File: src/sv/tlpfs_pkg.sv
// tlpfs_pkg: types and codes shared by the three-level priority fifo scheduler
// no dependencies

package tlpfs_pkg;

	localparam int NUM_LEVELS = 3;
	localparam int LEVEL_W    = 2;
	localparam int PID_W      = 16;
	localparam int COUNT_W    = 5;

	typedef enum logic [1:0] {
		KIND_ENQUEUE  = 2'd0,
		KIND_SCHEDULE = 2'd1,
		KIND_DEQUEUE  = 2'd2
	} kind_t;

	typedef enum logic [1:0] {
		ST_OK       = 2'd0,
		ST_EMPTY    = 2'd1,
		ST_FULL     = 2'd2,
		ST_BADLEVEL = 2'd3
	} status_t;

	typedef struct packed {
		logic [1:0]         kind;
		logic [LEVEL_W-1:0] level;
		logic [PID_W-1:0]   proc_id;
	} req_t;

	typedef struct packed {
		logic [PID_W-1:0]   popped_id;
		logic               popped_valid;
		logic [LEVEL_W-1:0] from_level;
		logic [1:0]         status;
		logic [COUNT_W-1:0] count_high;
		logic [COUNT_W-1:0] count_mid;
		logic [COUNT_W-1:0] count_low;
	} rsp_t;

endpackage

File: src/sv/three_level_priority_fifo_scheduler.sv
// three_level_priority_fifo_scheduler: top level, three fifo queues in one store
// depends on tlpfs_pkg
//
// Three FIFO queues of process identifiers, queue 0 the most urgent, each holding up to
// DEPTH entries in one shared store. A request enqueues at a level, dequeues from a level,
// or schedules (pops the head of the most urgent non-empty queue); each request gives one
// result with the popped identifier, its level, a status and the three occupancy counts
// after the operation. A request is decided and applied at the edge it is accepted, and
// its result is held in the output register from the next cycle on. A new request is
// taken whenever the output register is empty or its result is taken in the same cycle,
// so one request per cycle is sustained; each request uses at most one of the store's
// single read and single write ports.

module three_level_priority_fifo_scheduler
	import tlpfs_pkg::*;
#(
	parameter int DEPTH    = 16,
	parameter int ID_WIDTH = 16
) (
	input  logic clk,
	input  logic arst_n,
	input  logic req_valid,
	output logic req_stall,
	input  req_t req,
	output logic rsp_valid,
	input  logic rsp_stall,
	output rsp_t rsp
);

	localparam int PTR_W  = $clog2(DEPTH);
	localparam int CNT_W  = $clog2(DEPTH + 1);
	localparam int ENTRIES = NUM_LEVELS * DEPTH;
	localparam int ADDR_W = $clog2(ENTRIES);

	logic [ID_WIDTH-1:0] store [ENTRIES];

	logic [PTR_W-1:0] head_q [NUM_LEVELS];
	logic [PTR_W-1:0] tail_q [NUM_LEVELS];
	logic [CNT_W-1:0] occ_q  [NUM_LEVELS];

	logic                rsp_valid_q;
	logic [ID_WIDTH-1:0] rd_q;
	logic                popped_q;
	logic [LEVEL_W-1:0]  from_q;
	status_t             status_q;

	logic               accept;
	logic [3:0]         empty_v;
	logic [3:0]         full_v;
	logic               lvl_ok;
	logic               do_push;
	logic               do_pop;
	logic [LEVEL_W-1:0] sel_lvl;
	logic [LEVEL_W-1:0] from_d;
	status_t            status_d;
	logic [PTR_W-1:0]   head_sel;
	logic [PTR_W-1:0]   tail_sel;
	logic [ADDR_W-1:0]  base_addr;
	logic [ADDR_W-1:0]  rd_addr;
	logic [ADDR_W-1:0]  wr_addr;

	assign req_stall = rsp_valid_q && rsp_stall;
	assign accept    = req_valid && !req_stall;

	always_comb begin
		empty_v = 4'b0000;
		full_v  = 4'b0000;
		for (int i = 0; i < NUM_LEVELS; i++) begin
			empty_v[i] = (occ_q[i] == '0);
			full_v[i]  = (occ_q[i] == CNT_W'(DEPTH));
		end
	end

	assign lvl_ok = (req.level < LEVEL_W'(NUM_LEVELS));

	// decide the operation against the current queue state
	always_comb begin
		do_push  = 1'b0;
		do_pop   = 1'b0;
		sel_lvl  = '0;
		from_d   = '0;
		status_d = ST_OK;
		case (req.kind)
			KIND_ENQUEUE: begin
				if (!lvl_ok) begin
					status_d = ST_BADLEVEL;
				end else begin
					from_d  = req.level;
					sel_lvl = req.level;
					if (full_v[req.level]) begin
						status_d = ST_FULL;
					end else begin
						do_push = 1'b1;
					end
				end
			end
			KIND_SCHEDULE: begin
				if (!empty_v[0]) begin
					do_pop  = 1'b1;
					sel_lvl = LEVEL_W'(0);
				end else if (!empty_v[1]) begin
					do_pop  = 1'b1;
					sel_lvl = LEVEL_W'(1);
				end else if (!empty_v[2]) begin
					do_pop  = 1'b1;
					sel_lvl = LEVEL_W'(2);
				end else begin
					status_d = ST_EMPTY;
				end
				from_d = sel_lvl;
			end
			KIND_DEQUEUE: begin
				if (!lvl_ok) begin
					status_d = ST_BADLEVEL;
				end else begin
					from_d  = req.level;
					sel_lvl = req.level;
					if (empty_v[req.level]) begin
						status_d = ST_EMPTY;
					end else begin
						do_pop = 1'b1;
					end
				end
			end
			default: begin
				status_d = ST_BADLEVEL;
			end
		endcase
	end

	always_comb begin
		head_sel  = '0;
		tail_sel  = '0;
		base_addr = '0;
		case (sel_lvl)
			2'd0: begin
				head_sel  = head_q[0];
				tail_sel  = tail_q[0];
				base_addr = '0;
			end
			2'd1: begin
				head_sel  = head_q[1];
				tail_sel  = tail_q[1];
				base_addr = ADDR_W'(DEPTH);
			end
			2'd2: begin
				head_sel  = head_q[2];
				tail_sel  = tail_q[2];
				base_addr = ADDR_W'(2 * DEPTH);
			end
			default: begin
				head_sel  = '0;
				tail_sel  = '0;
				base_addr = '0;
			end
		endcase
	end

	assign rd_addr = base_addr + ADDR_W'(head_sel);
	assign wr_addr = base_addr + ADDR_W'(tail_sel);

	// queue store, one write and one registered read per cycle
	always_ff @(posedge clk) begin
		if (accept && do_push) begin
			store[wr_addr] <= ID_WIDTH'(req.proc_id);
		end
		if (accept && do_pop) begin
			rd_q <= store[rd_addr];
		end
	end

	always_ff @(posedge clk or negedge arst_n) begin
		if (!arst_n) begin
			for (int i = 0; i < NUM_LEVELS; i++) begin
				head_q[i] <= '0;
				tail_q[i] <= '0;
				occ_q[i]  <= '0;
			end
			rsp_valid_q <= 1'b0;
			popped_q    <= 1'b0;
			from_q      <= '0;
			status_q    <= ST_OK;
		end else begin
			if (accept) begin
				for (int i = 0; i < NUM_LEVELS; i++) begin
					if (sel_lvl == LEVEL_W'(i)) begin
						if (do_push) begin
							tail_q[i] <= (tail_q[i] == PTR_W'(DEPTH - 1)) ? '0
								: tail_q[i] + PTR_W'(1);
							occ_q[i]  <= occ_q[i] + CNT_W'(1);
						end
						if (do_pop) begin
							head_q[i] <= (head_q[i] == PTR_W'(DEPTH - 1)) ? '0
								: head_q[i] + PTR_W'(1);
							occ_q[i]  <= occ_q[i] - CNT_W'(1);
						end
					end
				end
				rsp_valid_q <= 1'b1;
				popped_q    <= do_pop;
				from_q      <= from_d;
				status_q    <= status_d;
			end else if (!rsp_stall) begin
				rsp_valid_q <= 1'b0;
			end
		end
	end

	// counts come straight from the occupancy registers, which hold the post-op
	// values for as long as the transaction waits
	assign rsp_valid        = rsp_valid_q;
	assign rsp.popped_id    = popped_q ? PID_W'(rd_q) : '0;
	assign rsp.popped_valid = popped_q;
	assign rsp.from_level   = from_q;
	assign rsp.status       = status_q;
	assign rsp.count_high   = COUNT_W'(occ_q[0]);
	assign rsp.count_mid    = COUNT_W'(occ_q[1]);
	assign rsp.count_low    = COUNT_W'(occ_q[2]);

endmodule

File: config.mk
export PLATFORM = sky130hd
export DESIGN_NAME = three_level_priority_fifo_scheduler
export DESIGN_NICKNAME = d
export VERILOG_FILES = /design/src/sv/tlpfs_pkg.sv /design/src/sv/three_level_priority_fifo_scheduler.sv
export SDC_FILE = /design/constraint.sdc
export NUM_CORES = 1
export LEC_CHECK = 0
export BUFFER_PORTS_ARGS = -buffer_cell sky130_fd_sc_hd__buf_2
export CAP_MARGIN = 20
export CORE_ASPECT_RATIO = 0.7
export CORE_UTILIZATION = 55
export DETAILED_ROUTE_END_ITERATION = 7
export PLACE_DENSITY = 0.71
export SYNTH_ARGS = -nofsm -noshare
export SYNTH_HDL_FRONTEND = slang
export SYNTH_SLANG_ARGS = --single-unit
File: constraint.sdc
create_clock -name clk -period 13 [get_ports clk]
set_clock_uncertainty 0.05 [all_clocks]
set_input_delay 2.6 -clock clk [delete_from_list [all_inputs] [get_ports clk]]
set_output_delay 2.6 -clock clk [all_outputs]
set_load 0.02 [all_outputs]
==> results.sh <==
export IMPL_cp_cell_sequence="buf_2 -> inv_1 -> ha_1 -> nor2_1 -> o32a_1 -> nor2_1 -> inv_1 -> ha_1 -> a222oi_1 -> buf_4 -> or2_4 -> buf_4 -> buf_4 -> mux2_2 -> a21oi_1 -> a32oi_1 -> or3_1 -> a22o_1"
export IMPL_via_count=22100
export IMPL_worst_pin_slew_ns=1.14
export IMPL_critical_path_max_fanout=63
export IMPL_diodes=0
export IMPL_ir_drop_uv=148
export IMPL_clock_path_buffers=3
export IMPL_rsz0062_at_grt="no"
export IMPL_grt_max_degree=78
export IMPL_yosys_cell_types_count=52
export IMPL_dieArea_um2=62400
export IMPL_dp_hpwl_um=52600
export IMPL_core_rowCount=75
export IMPL_timing_rr_start="rsp[6]"
export IMPL_hold_path_depth=2
export IMPL_cts_setup_buffers=0
export IMPL_max_clock_freq_mhz=133
export IMPL_synthesis_area_um2=33800
export IMPL_worst_setup_path_type="in2reg"
export IMPL_cts_repair_resized=0
export IMPL_chipHeight_um=209
export IMPL_maxCapViolations=0
export IMPL_cts_made_buffers=76
export IMPL_async_flop_share=0.0543
export IMPL_io_pins=62
export IMPL_grt_pass1_wl_um=136000
export IMPL_fin_setup_tns_ns=0
export IMPL_cts_sinks=829
export IMPL_power_frac_comb=0.280
export IMPL_crit_top_cell="buf_4"
export IMPL_areaGrowthSynthToFinish_pct=11.2
export IMPL_ys_seq_elements=829
export IMPL_ctsRootBufferMaster="clkbuf_16"
export IMPL_slew_headroom=0.241
export IMPL_fin_crit_sh=0.577
export IMPL_cp_data_required_time_ns=13.34
export IMPL_drc=0
export IMPL_gp_congestion=0.936
export IMPL_antenna_found_initial=2
export IMPL_syn_nets=2572
export IMPL_grt_ovfl_total=0
export IMPL_place_area_um2=35000
export IMPL_ant_nets=0
export IMPL_dp_cells=3304
export IMPL_drive_gt1_frac=0.111
export IMPL_port_buffer_count=61
export IMPL_postLayoutCellArea_um2=37500
export IMPL_clk_latency_ns=0.63
export IMPL_synth_edf_count=784
export IMPL_layout_nets=2632
export IMPL_final_cell_mix="edfxtp_1, nand2_1, a21oi_1"
export IMPL_yosys_warnings=0
export IMPL_die_x_um=298
export IMPL_min_period_ns=7.51
export IMPL_end_kind="flop"
export IMPL_grt_pass1_vias=21200
export IMPL_postCtsHoldBufs=0
export IMPL_cts_tree="yes"
export IMPL_stdcell_count=3445
export IMPL_cp_slowest_cell="buf_4"
export IMPL_final_common_cell="edfxtp_1"
export IMPL_p_leak_nw=13.0
export IMPL_drtIter0Drc=3117
export IMPL_ys_flop_type="edfxtp_1"
export IMPL_hold_path_class="reg2reg"
export IMPL_dr_pass1_iters=6
export IMPL_clkPwrFrac=0.297
export IMPL_p_int_mw=4.77
export IMPL_drv_slew=0
export IMPL_swShare=0.337
export IMPL_hold_end="status_q[0]"
export IMPL_hold_viol=0
export IMPL_hold_start="status_q[0]"
export IMPL_reg2reg_setup_slack_ns=6.70
export IMPL_clk_pin_slew_worst_paths_ns=0.07
export IMPL_power_switching_mw=2.42
export IMPL_routed_wirelength_um=91200
export IMPL_r2r_end="rd_q[2]"
export IMPL_hold_slack_ns=0.434
export IMPL_ff2ff_path_depth=18
export IMPL_ctsHtreeMaxLevel=3
export IMPL_grt_use_total=0.294
export IMPL_seq_power_share=0.423
export IMPL_routedWlPerCell_um=26.5
export IMPL_yosysSeqAreaShare=0.731
export IMPL_critPathLaunchType="input port"
export IMPL_cp_slowest_stage_delay_ns=0.70
export IMPL_avgSynthCellArea_um2=13.4
export IMPL_syn_inst=2522
export IMPL_cp_arrival_ns=7.85
export IMPL_core_area_um2=60200
export IMPL_start_util=0.560
export IMPL_avgViaCountPerCell=6.41
export IMPL_power_density_nw_per_um2=192
export IMPL_setup_viol=0
export IMPL_status="complete, no violations"
## logic make-up after synthesis
logic type	synth area share
flops	0.731
simple gates	0.103
compound gates	0.108
buf+inv	0.0244
mux	0.0178
fa+ha+maj	0.0103
xor+xnor	0.00545
## power by group through the flow
stage	Clock, mW	Sequential [mW]	Combinational (mW)
2_1_floorplan	0	3.10	1.30
4_1_cts	2.16	3.04	1.97
6_report	2.14	3.04	2.02
3_5_place_dp	0	3.09	1.96
3_3_place_gp	0	3.09	1.91
5_1_grt	2.25	3.04	2.16
## per-stage QoR
stage	worst slack, ns	util	power (mW)
6_report	5.49	0.623	7.19
4_1_cts	5.64	0.620	7.17
3_3_place_gp	5.03	0.581	5.00
3_5_place_dp	4.95	0.581	5.05
2_1_floorplan	6.67	-	4.40
5_1_grt	5.24	0.623	7.46
## how the worst max path moves through the flow
stage | end | depth (start not counted) | slack [ns] | startpoint
after floorplan | store[32][0] | 13 | 6.67 | req[17]
after CTS | rd_q[2] | 18 | 5.64 | req[18]
after global placement | rd_q[2] | 18 | 5.03 | req[18]
final | rd_q[2] | 18 | 5.49 | req[18]
after detailed placement | rd_q[2] | 18 | 4.95 | req[18]
after global routing | rd_q[2] | 18 | 5.24 | req[18]
## registers in the layout, summed over array words and instances (netlist names)
name,count
from_q,2
head_q,12
popped_q,1
rd_q,16
rsp,15
rsp_valid,1
status_q,2
store,768
tail_q,12
## cell type report
type                       count  area [um^2]
clock inverter                35          264
sequential                   829        24700
timing repair buffer         147         1070
clock buffer                  98         2050
tap                          808         1010
multi-input combinational   1497         8340
fill                        4492        22700
inverter                      31          116
## worst max-delay path, delay by kind of cell
family	cells	cell delay [ns]
muxes	1	0.40
and+or+nand+nor	4	1.09
buffers and inverters	6	1.88
AOI/OAI and AO/OA	5	1.10
adders and majority gates	2	0.65
## layer usage
| metal | global-route usage | part of all wire | up-vias |
|---|---|---|---|
| li1 | - | - | 9562 |
| met3 | 0.0805 | 0.13 | 168 |
| met5 | 0 | 0 | - |
| met2 | 0.433 | 0.45 | 1308 |
| met1 | 0.433 | 0.40 | 11100 |
| met4 | 0.0833 | 0.026 | 0 |
## synthesized netlist by cell type (2+ instances only)
cell / number / area [um^2]
or2_2: 5 / 31.3
a21o_1: 29 / 218
nor4_1: 3 / 18.8
a211o_1: 15 / 131
o21ai_0: 64 / 320
inv_1: 31 / 116
mux2_2: 24 / 270
buf_1: 10 / 37.5
nand2b_1: 6 / 37.5
a222oi_1: 8 / 80.1
o31ai_1: 7 / 52.6
xor2_1: 8 / 70.1
a21oi_1: 226 / 1130
nor3_1: 19 / 95.1
o32ai_1: 16 / 140
a211oi_1: 33 / 248
buf_4: 9 / 67.6
nand3_1: 96 / 480
nor2_1: 64 / 240
xnor2_1: 13 / 114
o32a_1: 17 / 170
a22o_1: 16 / 140
fa_1: 3 / 60.1
nor2b_1: 4 / 25.0
nor4bb_1: 2 / 20.0
o211ai_1: 32 / 240
a31oi_1: 20 / 125
ha_1: 23 / 288
o21ai_1: 7 / 35.0
nand2_1: 567 / 2130
and2_1: 20 / 125
nand4_1: 16 / 100
edfxtp_1: 784 / 23500
a311oi_1: 7 / 61.3
a32oi_1: 48 / 420
dfrtp_1: 45 / 1130
buf_2: 42 / 210
o22ai_1: 15 / 93.8
or3_1: 20 / 125
mux2i_1: 33 / 330
clkbuf_1: 104 / 390
No activity file was read; power rests on OpenSTA's default activity.
